File: src/hw/rtl/btr_pkg.sv
// Shared constants, types and helpers for the bitmap text renderer.
package btr_pkg;

   localparam int GLYPH_COUNT_DEF  = 96;
   localparam int LARGE_HEIGHT_DEF = 8;
   localparam int SMALL_HEIGHT_DEF = 6;
   localparam int COORD_BITS_DEF   = 16;

   localparam int GLYPH_W     = 8;
   localparam int COL_W       = $clog2(GLYPH_W);
   localparam int ROW_W       = 3;
   localparam int ADVANCE     = 8;
   localparam int TAB_ADVANCE = (8) * 2;

   localparam logic [7:0] FIRST_CODE   = 8'd32;
   localparam logic [7:0] CODE_NEWLINE = 8'd10;
   localparam logic [7:0] CODE_TAB     = 8'd9;

   localparam logic FONT_LARGE = 1'b0;
   localparam logic KIND_PIXEL = 1'b0;
   localparam logic KIND_BOX   = 1'b1;

   typedef enum logic [1:0] {
      CMD_LOAD  = 2'd0,
      CMD_BEGIN = 2'd1,
      CMD_CHAR  = 2'd2,
      CMD_END   = 2'd3
   } cmd_type;

   typedef struct packed {
      logic load;
      logic advance;
   } shift_ctl_type;

   typedef struct packed {
      logic             bit_set;
      logic [COL_W-1:0] col;
      logic             row_done;
   } shift_stat_type;

   function automatic int addr_bits(input int depth);
      return (depth > 1) ? $clog2(depth) : 1;
   endfunction

endpackage

File: src/hw/rtl/btr_row_shifter.sv
// Glyph row shift register: presents one pixel bit per cycle while advance is set, leftmost first.
module btr_row_shifter
   import btr_pkg::*;
(
   input  logic               clock,
   input  logic               reset,
   input  shift_ctl_type      ctl,
   input  logic [GLYPH_W-1:0] row_bits,
   output shift_stat_type     stat
);

   logic [GLYPH_W-1:0] shift_ff, shift_in;
   logic [COL_W-1:0]   col_ff, col_in;

   always_comb begin
      shift_in = shift_ff;
      col_in   = col_ff;
      if (ctl.load) begin
         shift_in = row_bits;
         col_in   = '0;
      end else if (ctl.advance) begin
         shift_in = {shift_ff[GLYPH_W-2:0], 1'b0};
         col_in   = col_ff + COL_W'(1);
      end
   end

   always_ff @(posedge clock) begin
      if (reset) begin
         col_ff <= '0;
      end else begin
         col_ff <= col_in;
      end
      shift_ff <= shift_in;
   end

   assign stat.bit_set  = shift_ff[GLYPH_W-1];
   assign stat.col      = col_ff;
   assign stat.row_done = (col_ff == COL_W'(GLYPH_W - 1));

endmodule

File: config.mk
export PLATFORM = sky130hd
export DESIGN_NAME = btr_row_shifter
export DESIGN_NICKNAME = d
export VERILOG_FILES = /design/src/hw/rtl/btr_pkg.sv /design/src/hw/rtl/btr_row_shifter.sv
export SDC_FILE = /design/constraint.sdc
export NUM_CORES = 1
export LEC_CHECK = 0
export ABC_AREA = 0
export BUFFER_PORTS_ARGS = -buffer_cell sky130_fd_sc_hd__buf_2
export CORE_AREA = 2 2 39 41
export DETAILED_ROUTE_END_ITERATION = 8
export DIE_AREA = 0 0 41 43
export PLACE_DENSITY = 0.72
export SLEW_MARGIN = 20
export SYNTH_ARGS = -nofsm -noshare
export SYNTH_HDL_FRONTEND = slang
export SYNTH_SLANG_ARGS = --single-unit
File: constraint.sdc
create_clock -name clock -period 2 [get_ports clock]
set_input_delay 0.1 -clock clock [delete_from_list [all_inputs] [get_ports clock]]
set_output_delay 0.1 -clock clock [all_outputs]
set_load 0.1 [all_outputs]
==> summary.md, run 1 <==
| Metric | Value |
|---|---|
| Outcome | finished clean |
| Clock Tree Root | clkbuf_4 |
| Largest net degree at the start of global routing | 13 |
| Worst Setup Path Type | register to output pin |
| Final HPWL DP | 547 um |
| Crit-path max FO | 3 |
| DR WL/cell | 11.7 um |
| Worst-case hold path end point | col_ff[2]$_SDFFE_PP0P_ |
| Clock tree buffer depth | 2 |
| GRT overflow | 0 |
| Final clock skew | 0.00533 ns |
| Logic pwr share | 15.7% |
| Nets@finish | 63 |
| Clk pin slew, worst setup/hold paths | 0.06 ns |
| Leak | 0.279 nW |
| FMAX | 0.686 GHz |
| Diode count | 0 |
| Clock power share | 29.5% |
| Antenna violations before repair | 0 |
| CP required | 1.90 ns |
| Hold Buf Count CTS | 0 |
| Post-Route WL | 749 um |
| Worst Hold Slack | 0.0264 ns |
| CTS tree | built |
| Hold-critical path depth | 2 |
| Psw | 0.120 mW |
| Number of CTS-inserted buffers | 3 |
| First-pass GRT wire length | 1190 um |
| Worst setup EP type | output pin |
| RSZ-0062 raised after global routing | false |
| Seq/Total Area, Yosys | 60.2% |
| Netlist cell types | 12 |
| Final hold viol count | 0 |
| Top-area cell type share of the netlist area | 48.1% |
| Post-CTS Setup Bufs | 0 |
| Pwr/cell area | 815 nW/um2 |
| Maximum VDD drop | 524 uV |
| Critical Path AT | 1.36 ns |
| Sw frac | 24.2% |
| Row count | 14 |
| Die Span Y | 43 um |
| Layout area overhead | 22.1% |
| Warnings, synthesis | 0 |
| Total GRT Usage | 11.0% |
| Finish-stage setup viols | 0 |
| Synth area leaders | edfxtp_1 (48%), mux2_4 (15%), dfxtp_1 (12%), ha_1 (5.0%), mux2_2 (4.5%) |
| Dominant synthesized flop cell | edfxtp_1 |
| Worst R2R Start | col_ff[0]$_SDFFE_PP0P_ |
| Number of global-route vias before repair | 289 |
| Placer Congestion | 0.644 |
| Post-Syn Instances | 30 |
| Worst min-delay path class | input pin to register |
| #FFs+latches synth | 11 |
| Synth top cells by count | edfxtp_1 (8), mux2_4 (5), dfxtp_1 (3), nor3_1 (3) |
| HP Start | reset |
| Min Clock Period, post-route | 1.46 ns |
| Crit start category | register |
| H-tree depth | 1 |
| Worst flop-to-flop path endpoint | col_ff[2]$_SDFFE_PP0P_ |
| Mean Syn Cell Area | 16.6 um2 |
| Largest area contributor in the netlist | edfxtp_1 |
| DR vias/cell | 4.55 |
| Design Power | 0.497 mW |
| Mapped Area | 499 um2 |
| # clock sinks | 11 |
| Setup TNS | 0 ns |
| Post-Syn Nets | 44 |
| Worst Tran Pin Value | 0.487 ns |
| Worst-Skew Late Latency | 0.26 ns |
| Initial core utilization | 36.1% |
| Core Region | 1380 um2 |
| Worst slew margin | 67.8% |
| Initial DRC count | 3 |
| Die ar. | 1760 um2 |
| CTS resizes | 0 |
| Period utilisation layout | 72.9% |
| Post-synth ARST share | 0% |
| Int Pwr | 0.377 mW |
| Post-synth EDFFs | 8 |
| First-pass iteration count of the detailed router | 3 |
| ANT nets after route | 0 |
| Reg2Reg Depth | 4 |
| Final Max Tran Viols | 0 |
| Die width | 41 um |
| Top Ports | 17 |
| Share of cells above drive strength 1 | 60.4% |
| Vias | 291 |
| Reg2Reg Setup Slack | 0.90 ns |
| DR DRC count | 0 |
| Most frequent cell after synthesis | edfxtp_1 |
| Max Cap Violations | 0 |
| Port Buffers | 16 |
| Sequential power share | 54.8% |
## worst max path at each step
| stage | from | to | slack, ns | cells past startpoint |
|---|---|---|---|---|
| 2_1_floorplan | col_ff[0]$_SDFFE_PP0P_ | stat[0] | 0.14 | 2 |
| 3_3_place_gp | col_ff[0]$_SDFFE_PP0P_ | stat[0] | 0.85 | 3 |
| 3_5_place_dp | col_ff[0]$_SDFFE_PP0P_ | stat[0] | 0.82 | 3 |
| 4_1_cts | col_ff[0]$_SDFFE_PP0P_ | stat[0] | 0.52 | 3 |
| 5_1_grt | col_ff[0]$_SDFFE_PP0P_ | stat[0] | 0.48 | 3 |
| 6_report | col_ff[0]$_SDFFE_PP0P_ | stat[0] | 0.54 | 3 |
## metrics by stage
| step | instances | instance area, um2 | setup slack (ns) | utilization, % |
|---|---|---|---|---|
| 4_1_cts | 64 | 609 | 0.522 | 44.0 |
| 3_5_place_dp | 60 | 583 | 0.816 | 42.1 |
| 5_1_grt | 64 | 609 | 0.479 | 44.0 |
| 3_3_place_gp | 60 | 583 | 0.851 | 42.1 |
| 6_report | 64 | 609 | 0.543 | 44.0 |
| 2_1_floorplan | 30 | 502 | 0.145 | - |
## sequential cells by signal, indices dropped and copies added (netlist names)
| name | flops |
|---|---|
| shift_ff | 8 |
| col_ff | 3 |
## metal layers
metal	vias to the layer above	global-route usage, %	wire [um]
li1	146	-	-
met1	132	12.7	328
met2	11	14.4	347
met3	2	7.85	61
met4	0	6.00	12
met5	-	0	0
## cell usage in the layout, fill, tap and decap left out, drive strengths merged
cell type / instances
clkbuf: 4
edfxtp: 8
mux2i: 2
xnor2: 1
ha: 2
nor3: 3
mux2: 7
buf: 16
or2: 1
and2: 1
dfxtp: 3
## critical path, stage by stage, from the launching register on
cell     delay (ns)
dfxtp_1        0.37
ha_1           0.17
ha_2           0.15
buf_2          0.41
## layout make-up
class                           instances  area, um2
Clock buffer                            4       26.3
Fill cell                             136        774
Multi-Input combinational cell         17        183
Sequential cell                        11        300
Tap cell                               16       20.0
Timing Repair Buffer                   16       80.1
## cells by family (layout without fill, tap and decap cells)
| kind of cell | count (synthesis) | in the layout | synth area share, % |
|---|---|---|---|
| buf+inv | 2 | 20 | 3.76 |
| xor+xnor | 1 | 1 | 1.75 |
| fa+ha+maj | 2 | 2 | 5.01 |
| mux | 9 | 9 | 23.6 |
| flops | 11 | 11 | 60.2 |
| simple gates | 5 | 5 | 5.76 |
## power by group through the flow
stage | clock network [mW] | registers, mW | logic (mW)
2_1_floorplan | 0 | 0.286 | 0.0530
3_3_place_gp | 0 | 0.277 | 0.0782
3_5_place_dp | 0 | 0.278 | 0.0786
4_1_cts | 0.157 | 0.273 | 0.0790
5_1_grt | 0.165 | 0.274 | 0.0832
6_report | 0.147 | 0.272 | 0.0780
(Power assumes the default switching activity.)
==> inputs of run 2 (changes only) <==
==> constraint.sdc (replaced) <==
create_clock -name clock -period 1.4 [get_ports clock]
set_input_delay 0.07 -clock clock [delete_from_list [all_inputs] [get_ports clock]]
set_output_delay 0.07 -clock clock [all_outputs]
set_load 0.1 [all_outputs]
==> summary.md, run 2 (synthesis gave the netlist of run 1 again) <==
| Metric | Value |
|---|---|
| Logic pwr share | 16.0% |
| Number of CTS-inserted buffers | 3 |
| Worst slew margin | 67.8% |
| DR WL/cell | 11.9 um |
| Total GRT Usage | 10.8% |
| Crit-path max FO | 3 |
| Post-Route WL | 771 um |
| Int Pwr | 0.538 mW |
| Layout area overhead | 30.8% |
| Pwr/cell area | 1090 nW/um2 |
| Max reg flops | 8 |
| Final hold viol count | 0 |
| Clk pin slew, worst setup/hold paths | 0.07 ns |
| Placer Congestion | 0.611 |
| Worst R2R Start | col_ff[0]$_SDFFE_PP0P_ |
| GRT overflow | 0 |
| Worst Path Buf+Inv | 1 |
| Worst Setup SP | col_ff[0]$_SDFFE_PP0P_ |
| # fillers | 124 |
| Period utilisation layout | 88.3% |
| Cells after DPL | 60 |
| Final HPWL DP | 539 um |
| Worst Tran Pin Value | 0.486 ns |
| Clock power share | 29.7% |
| Crit start category | register |
| CP required | 1.33 ns |
| Sequential power share | 54.3% |
| CP peak stage delay | 0.35 ns |
| Outcome | finished clean |
| Initial core utilization | 36.1% |
| Share of cells above drive strength 1 | 65.3% |
| Reg2Reg Depth | 4 |
| Hold Buf Count CTS | 1 |
| Critical Path AT | 1.17 ns |
| Worst setup EP type | output pin |
| FMAX | 0.809 GHz |
| RSZ-0062 raised after global routing | false |
| Row count | 14 |
| First-pass GRT wire length | 1210 um |
| DR vias/cell | 4.58 |
| Worst-Skew Late Latency | 0.26 ns |
| Largest net degree at the start of global routing | 13 |
| Initial DRC count | 4 |
| First-pass iteration count of the detailed router | 4 |
| CTS resizes | 0 |
| Die ar. | 1760 um2 |
| Leak | 0.288 nW |
| Diode count | 0 |
| Number of global-route vias before repair | 283 |
| Maximum VDD drop | 546 uV |
| Final Max Tran Viols | 0 |
| Final Util | 47.2% |
| Finish-stage setup viols | 0 |
| Vias | 298 |
| Final clock skew | 0.00225 ns |
| Critical Path, Cell by Cell | ha_1 -> ha_4 -> buf_12 |
| Clock Tree Root | clkbuf_4 |
| CP endpoint | stat[0] |
| Top Ports | 17 |
| Worst path depth | 3 |
| Post-route insts no fill | 65 |
| Design Power | 0.710 mW |
| Post-CTS Setup Bufs | 0 |
| Setup TNS | 0 ns |
| Sw frac | 24.3% |
| Die Span Y | 43 um |
| Min Clock Period, post-route | 1.24 ns |
| Slowest CP cell | dfxtp_4 |
| Core Region | 1380 um2 |
| Die width | 41 um |
| Port Buffers | 16 |
| Max Cap Violations | 0 |
| ANT nets after route | 0 |
| DR DRC count | 0 |
| CP top delay family | adder cells |
| Clock tree buffer depth | 2 |
| Nets@finish | 64 |
| Worst Setup Path Type | register to output pin |
| Largest regs | shift_ff (8), col_ff (3) |
| Most frequent cells in the layout | buf_2 (15), edfxtp_1 (8), mux2_4 (5) |
| # clock sinks | 11 |
| Most common cell after layout, fill and taps aside | buf_2 |
| H-tree depth | 1 |
| Worst min-delay path class | input pin to register |
| Antenna violations before repair | 0 |
| CTS tree | built |
| Psw | 0.173 mW |
| Reg with most FFs | shift_ff |
| Reg2Reg Setup Slack | 0.27 ns |
| Worst flop-to-flop path endpoint | col_ff[2]$_SDFFE_PP0P_ |
run 2: worst min-delay path by stage:
stage                     cells past startpoint                   endpoint   startpoint  slack, ns
final                                         2  shift_ff[0]$_SDFFCE_PN0P_  row_bits[0]        0.1
after floorplan                               1     col_ff[0]$_SDFFE_PP0P_        reset       0.14
after detailed placement                      2     col_ff[0]$_SDFFE_PP0P_        reset       0.26
after CTS                                     2  shift_ff[0]$_SDFFCE_PN0P_  row_bits[0]       0.09
after global placement                        2     col_ff[0]$_SDFFE_PP0P_        reset       0.26
after global routing                          2      shift_ff[4]$_DFFE_PP_  row_bits[4]       0.11
run 2: per-layer routing:
| layer | track usage, % | vias to the layer above | share of wire, % |
|---|---|---|---|
| met3 | 4.71 | 2 | 8.6 |
| met5 | 0 | - | 0 |
| met2 | 14.7 | 14 | 47 |
| met1 | 13.9 | 135 | 43 |
| met4 | 6.00 | 0 | 1.3 |
| li1 | - | 147 | - |
run 2: worst register-to-register path, cell delays in order, from the launching register on:
cell and delay [ns]:
dfxtp_4 0.35, ha_1 0.23, ha_4 0.21, mux2i_1 0.15
nor3_1 0.06
run 2: through the flow:
step / hold slack, ns / setup slack (ns) / area, um2
2_1_floorplan: 0.137 / 0.156 / 520
3_3_place_gp: 0.260 / 0.346 / 617
3_5_place_dp: 0.261 / 0.301 / 617
4_1_cts: 0.0921 / 0.141 / 653
5_1_grt: 0.105 / 0.119 / 653
6_report: 0.0993 / 0.164 / 653
run 2: area by class of cell:
| cell class | instances | area, um2 | share of cell area, % |
|---|---|---|---|
| Timing Repair Buffer | 17 | 105 | 16.1 |
| Sequential cell | 11 | 309 | 47.3 |
| Tap cell | 16 | 20.0 | 3.07 |
| Multi-Input combinational cell | 17 | 193 | 29.5 |
| Clock buffer | 4 | 26.3 | 4.02 |
run 2: power groups by stage:
stage          registers [mW]  logic (mW)  clock network (mW)
3_3_place_gp            0.392       0.112                   0
4_1_cts                 0.386       0.115               0.223
6_report                0.386       0.113               0.211
3_5_place_dp            0.394       0.112                   0
2_1_floorplan           0.407      0.0758                   0
5_1_grt                 0.389       0.121               0.238
